[src/sv/incremental_pid_speed_loop_defines.svh]
`ifndef INCREMENTAL_PID_SPEED_LOOP_DEFINES_SVH
`define INCREMENTAL_PID_SPEED_LOOP_DEFINES_SVH

// Same-cycle implication check, disabled while reset is active
`define IPID_ASSERT_IMP(label, clk, rst_n, ante, cons) \
	label: assert property (@(posedge clk) disable iff (!rst_n) (ante) |-> (cons)) \
		else $error("same-cycle check failed");

// Next-cycle implication check, disabled while reset is active
`define IPID_ASSERT_NEXT(label, clk, rst_n, ante, cons) \
	label: assert property (@(posedge clk) disable iff (!rst_n) (ante) |=> (cons)) \
		else $error("next-cycle check failed");

`endif

[src/sv/ipid_pkg.sv]
package ipid_pkg;

	localparam int GAIN_W          = 16;
	localparam int SPEED_W         = 16;
	localparam int ERR_W           = 17;
	localparam int DRIVE_W         = 32;
	// enough for accumulator plus the three full-precision products
	localparam int SUM_W           = 38;
	localparam int NUM_PROF        = 3;
	localparam int NUM_REGS        = 8;
	localparam int ADDR_W          = 5;
	localparam int DATA_W          = 32;
	localparam int DEF_DRIVE_LIMIT = 49000;

	// profile codes
	localparam logic [1:0] PROF_CRUISE = 2'd0;
	localparam logic [1:0] PROF_DETECT = 2'd1;
	localparam logic [1:0] PROF_HALT   = 2'd2;
	localparam logic [1:0] PROF_NONE   = 2'd3;

	// register indexes
	localparam logic [2:0] REG_CRUISE_KP = 3'd0;
	localparam logic [2:0] REG_CRUISE_KI = 3'd1;
	localparam logic [2:0] REG_CRUISE_KD = 3'd2;
	localparam logic [2:0] REG_DETECT_KP = 3'd3;
	localparam logic [2:0] REG_DETECT_KI = 3'd4;
	localparam logic [2:0] REG_DETECT_KD = 3'd5;
	localparam logic [2:0] REG_HALT_KP   = 3'd6;
	localparam logic [2:0] REG_HALT_KD   = 3'd7;

	typedef struct packed {
		logic signed [GAIN_W-1:0] kp;
		logic signed [GAIN_W-1:0] ki;
		logic signed [GAIN_W-1:0] kd;
	} gain_set_t;

	typedef struct packed {
		gain_set_t                cruise;
		gain_set_t                detect;
		logic signed [GAIN_W-1:0] halt_kp;
		logic signed [GAIN_W-1:0] halt_kd;
	} gains_t;

endpackage

[src/sv/ipid_cfg_regs.sv]
module ipid_cfg_regs
	import ipid_pkg::*;
(
	input  logic              clk,
	input  logic              arst_n,
	input  logic              psel,
	input  logic              penable,
	input  logic              pwrite,
	input  logic [ADDR_W-1:0] paddr,
	input  logic [DATA_W-1:0] pwdata,
	output logic [DATA_W-1:0] prdata,
	output gains_t            gains
);

	logic signed [GAIN_W-1:0] gain_q [NUM_REGS];
	logic [2:0]               idx;

	assign idx = paddr[ADDR_W-1:2];

	// gain writes on the access phase
	always_ff @(posedge clk or negedge arst_n) begin
		if (!arst_n) begin
			for (int i = 0; i < NUM_REGS; i++) gain_q[i] <= '0;
		end else if (psel && penable && pwrite) begin
			gain_q[idx] <= pwdata[GAIN_W-1:0];
		end
	end

	// readback, sign-extended
	assign prdata = {{(DATA_W-GAIN_W){gain_q[idx][GAIN_W-1]}}, gain_q[idx]};

	assign gains.cruise.kp = gain_q[REG_CRUISE_KP];
	assign gains.cruise.ki = gain_q[REG_CRUISE_KI];
	assign gains.cruise.kd = gain_q[REG_CRUISE_KD];
	assign gains.detect.kp = gain_q[REG_DETECT_KP];
	assign gains.detect.ki = gain_q[REG_DETECT_KI];
	assign gains.detect.kd = gain_q[REG_DETECT_KD];
	assign gains.halt_kp   = gain_q[REG_HALT_KP];
	assign gains.halt_kd   = gain_q[REG_HALT_KD];

endmodule

[config.mk]
export PLATFORM = sky130hd
export DESIGN_NAME = ipid_cfg_regs
export DESIGN_NICKNAME = d
export VERILOG_FILES = /design/src/sv/incremental_pid_speed_loop_defines.svh /design/src/sv/ipid_pkg.sv /design/src/sv/ipid_cfg_regs.sv
export SDC_FILE = /design/constraint.sdc
export NUM_CORES = 1
export LEC_CHECK = 0
export BUFFER_PORTS_ARGS = -buffer_cell sky130_fd_sc_hd__buf_2
export CORE_ASPECT_RATIO = 1.25
export CORE_MARGIN = 1.5
export CORE_UTILIZATION = 45
export CTS_CLUSTER_DIAMETER = 120
export DETAILED_ROUTE_END_ITERATION = 7
export PLACE_DENSITY = 0.76
export SETUP_SLACK_MARGIN = 0.1
export SYNTH_ARGS = -nofsm -noshare
export SYNTH_HDL_FRONTEND = slang
export SYNTH_SLANG_ARGS = --single-unit
[constraint.sdc]
create_clock -name clk -period 1.5 [get_ports clk]
set_clock_uncertainty 0.1 [all_clocks]
set_input_delay 0 -clock clk [delete_from_list [all_inputs] [get_ports clk]]
set_output_delay 0 -clock clk [all_outputs]
set_load 0.005 [all_outputs]
### Word-level counts from Yosys, hierarchy flattened

Index checks and enable logic that the tools add are counted.
Widths: inputs -> output; s select.

| storage, ports and cells | value |
|---|---|
| bits in registers | 128 |
| input port bits | 42 |
| output and inout port bits | 160 |
| word-level logic and storage cells | 20 |

| operators by class | value |
|---|---|
| magnitude comparators | 2 |
| muxes and demuxes | 6 |
| bitwise operators | 1 |
| reduce and logical (&&, ||, !) cells | 3 |

Operator list:

| cell | number |
|---|---|
| $bwmux 128 | 1 |
| $bmux 16 s3 | 1 |
| $demux 16 s3 | 1 |
| $mux 16 | 3 |
| $ge 4x4->1 const B | 1 |
| $lt 4x1->1 const B | 1 |
| $not 3->4 | 1 |
| $logic_and 1x1->1 | 3 |

### Depth between registers and ports, before layout

| depth | value |
|---|---|
| depth in word-level cells | 6 |
| gate-level depth with buffers | 5 |
| depth with buffers taken out | 3 |

### Worst setup path after synthesis

OpenSTA, ideal clock, no wires.

| timing | value |
|---|---|
| kind | input port to output port |
| start point | input port paddr[2] |
| end point | output port prdata[16] |
| arrival time | 1.404 ns |
| required time | 1.400 ns |
| setup slack | -0.004 ns |
| cell stages on the path | 5 |
| path buffers | 3 |
| cell sequence | buf_6 buf_4 mux4_2 mux2_2 buf_4 |

| between the ends | value |
|---|---|
| cells in the longest elaborated chain, start to end | 4 |

Ends and longest elaborated chain:

| item | line | source |
|---|---|---|
| from (decl) | ipid_cfg_regs.sv:9 | `input logic [ADDR_W-1:0] paddr,` |
| $not 3->4 | -- |  |
| $bmux 16 s3 | -- |  |
| $mux 16 (2 in series) | -- |  |
| to (decl) | ipid_cfg_regs.sv:11 | `output logic [DATA_W-1:0] prdata,` |

Every way passes these cells. The select of a mux whose other input is x is not followed.

### Final worst setup path

| timing | value |
|---|---|
| start point | register gain_q (netlist bit gains[47]) |
| end point | output port prdata[27] |

| between the ends | value |
|---|---|
| cells in the longest elaborated chain, start to end | 3 |

Ends and longest elaborated chain:

| item | line | source |
|---|---|---|
| from (decl) | ipid_cfg_regs.sv:15 | `logic signed [GAIN_W-1:0] gain_q [NUM_REGS];` |
| from (signal, indexed assignment) | ipid_cfg_regs.sv:25 | `gain_q[idx] <= pwdata[GAIN_W-1:0];` |
| $bmux 16 s3 | ipid_cfg_regs.sv:30 | `assign prdata = {{(DATA_W-GAIN_W){gain_q[idx][GAIN_W-1]}}, gain_q[idx]};` |
| $mux 16 (not written as such) (2 in series) | ipid_cfg_regs.sv:30 |  |

Every way passes these cells. The select of a mux whose other input is x is not followed.

==> flow_metrics.py <==
metrics = {
    "power": {
        "intPower_mw": 8.82,
        "switchingPower_mw": 3.22,
        "swShare_pct": 26.8,
        "p_seq_share_pct": 38.0,
        "peakVddDrop_mv": 0.820,
        "p_leak_nw": 4.51,
        "p_clk_share_pct": 31.6,
        "comb_power_share_pct": 30.5,
        "powerDensity_nw_per_um2": 1360,
    },
    "placement": {
        "placed_area_um2": 7240,
        "io_buffers": 183,
        "post-dp-hpwl_mm": 10.7,
        "dp_cells": 710,
        "place.gp.congestion": 0.749,
        "pre_cts_ws_ns": -0.0355,
    },
    "detailed_routing": {
        "avgRoutedWirePerCell_um": 20.2,
        "routed_wl_mm": 17.2,
        "met2WireLength_mm": 8.98,
        "met3WireLength_mm": 1.02,
        "drt_pass1_iterations": 4,
        "drc_errors": 0,
        "drt_first_iter_violations": 251,
        "antenna_left": 0,
        "maxUsedRoutingLayer": "met4",
        "vias": 4541,
        "viasPerCell": 5.33,
        "met1_length_mm": 7.00,
    },
    "critical_path": {
        "cp-end-kind": "output port",
        "r2r_setup_slack_ns": 0.36,
        "ff2ff_path_depth": 3,
        "crit_start": "gains[47]",
        "critPathKind": "register to output port",
        "cp-start-kind": "register",
        "cp-endpoint": "prdata[27]",
        "worst-path-max-fanout": 5,
        "r2r_end": "gains[111]",
        "r2r_start": "gains[111]",
        "worstPathRequired_ns": 1.40,
        "worst_ep_arrival_time_ns": 1.77,
    },
    "synthesis": {
        "syn_inst": 359,
        "syn_nets": 401,
        "synth.cell_area_um2": 5960,
        "ys_seq_area_share_pct": 53.7,
        "yosys_register_bits": 128,
        "synth.distinct_cells": 25,
        "syn_avg_cell_area_um2": 16.6,
        "yosysWarnings": 0,
    },
    "clock_tree": {
        "clockRootBuffer": "clkbuf_16",
        "clock_latency_ns": 0.40,
        "clock-sinks": 128,
        "clk_pin_slew_worst_paths_ns": 0.06,
        "clk_path_buf_depth": 2,
        "htree_levels": 4,
        "cts_buffers": 17,
        "tritoncts": "done",
    },
    "floorplan": {
        "core_um2": 12800,
        "rows": 46,
        "start_util_pct": 46.5,
        "die_h_um": 132,
        "die_area_um2": 14000,
        "num_io_pins": 202,
        "chipWidth_um": 106,
    },
    "grt": {
        "antenna_found_initial": 0,
        "grt_pass1_vias": 4665,
        "grt_pass1_wl_mm": 26.1,
        "grt.total_usage_pct": 24.8,
        "grt_start_max_net_pins": 56,
        "grt_overflow": 0,
    },
    "layout": {
        "antenna_cells": 0,
        "area_delta_synth_final_pct": 48.5,
        "layout.nets": 713,
        "instances_no_fill": 852,
        "layout_commonest_cell": "buf_2",
        "design_area_um2": 8850,
        "fillers": 883,
        "drive_gt1_share_pct": 76.6,
        "mostFrequentLayoutCells": "buf_2, mux2_2, dfrtp_1, buf_4, mux4_2",
        "largest_register_ffs": 128,
    },
    "sta": {
        "grt_setup_unrepaired": "yes",
        "slew_violations": 0,
        "finalWorstSetupSlack_ns": -0.366,
        "finalHoldViolCount": 0,
        "max_slew_margin_pct": 79.4,
        "setup_violations": 32,
        "finalCritPeriodShare_pct": 124,
        "worst_pin_slew_ns": 0.309,
        "period_minus_slack_ns": 1.87,
        "max_freq_mhz": 536,
    },
    "run_status": {
        "violations": "negative setup slack",
        "status": "complete, but fails checks",
    },
    "hold_path": {
        "hold_path.class": "input pin to register",
    },
    "flow_run": {
        "drv_cap": 0,
    },
}
-- kinds of logic after synthesis --
logic type	count (synthesis)	synth area share, %
AO/OA/AOI/OAI	4	0.525
buffers and inverters	36	4.28
flip-flops	128	53.7
multiplexers	175	38.7
AND/OR/NAND/NOR	16	2.79
-- synth_stat cells, drive strengths merged --
| cell | count | area, um2 |
|---|---|---|
| mux2 | 143 | 1610 |
| dfrtp | 128 | 3200 |
| buf | 34 | 246 |
| mux4 | 30 | 676 |
| nor2 | 7 | 56.3 |
| mux2i | 2 | 20.0 |
| nand2b | 2 | 12.5 |
| nor3 | 2 | 32.5 |
| a22oi | 1 | 7.51 |
| a31oi | 1 | 6.26 |
| and2 | 1 | 6.26 |
| clkbuf | 1 | 5.00 |
| inv | 1 | 3.75 |
| nand2 | 1 | 3.75 |
| nand4 | 1 | 21.3 |
| nand4b | 1 | 23.8 |
| nor4bb | 1 | 10.0 |
| o211ai | 1 | 7.51 |
| o32a | 1 | 10.0 |
-- power groups by stage --
stage                     clock network, mW  logic, mW  registers (mW)
after detailed placement                  0       2.53            4.71
final                                  3.80       3.67            4.57
after global routing                   4.03       3.94            4.63
after CTS                              3.87       3.41            4.54
after global placement                    0       2.48            4.65
after floorplan                           0       1.32            4.67
-- routing by layer --
| layer | GRT usage (%) | vias to the layer above |
|---|---|---|
| met5 | 0 | - |
| met4 | 6.76 | 0 |
| met3 | 5.36 | 12 |
| met2 | 42.6 | 211 |
| met1 | 31.6 | 2350 |
| li1 | - | 1968 |
-- through the flow --
step	hold WS, ns	util [%]	total power [mW]	setup TNS (ns)
after CTS	0.128	67.4	11.8	-9.69
after detailed placement	-0.141	56.4	7.25	-0.374
after floorplan	-0.396	-	5.99	0
final	0.136	69.0	12.0	-9.73
after global placement	-0.147	56.4	7.13	-0.304
after global routing	0.157	69.0	12.6	-11.19
-- what timing repair did --
item	in CTS	in global routing
buffers inserted	76	14
hold endpoints to repair	256	0
cloned	2	0
pin swaps	2	0
resized for setup	16	19
hold buffers	18	0
setup endpoints to repair	32	134
-- how the worst min path moves through the flow --
stage,end,from,slack (ns),cells after the start
CTS,gains[110],paddr[4],0.13,4
global route,gains[109],paddr[4],0.16,4
detailed placement,gains[114],arst_n,-0.14,1
global placement,gains[114],arst_n,-0.15,1
floorplan,gains[0],arst_n,-0.40,0
finish,gains[110],paddr[4],0.14,4
-- cell type report --
type                    instances  area [um2]  share of cell area (%)
multi-input cells             197        2600                    29.4
clock buffers                  20         457                    5.16
clock inverters                12        92.6                    1.05
well taps                     168         210                    2.37
inverters                       1        3.75                  0.0424
repair buffers                326        2280                    25.8
flip-flops and latches        128        3200                    36.2
-- critical path, cell delays in order, from the launching register on --
cell and delay (ns):
dfrtp_1 0.40, mux4_2 0.51, mux2_4 0.32, buf_2 0.14
Power figures use the tool's default switching activity.
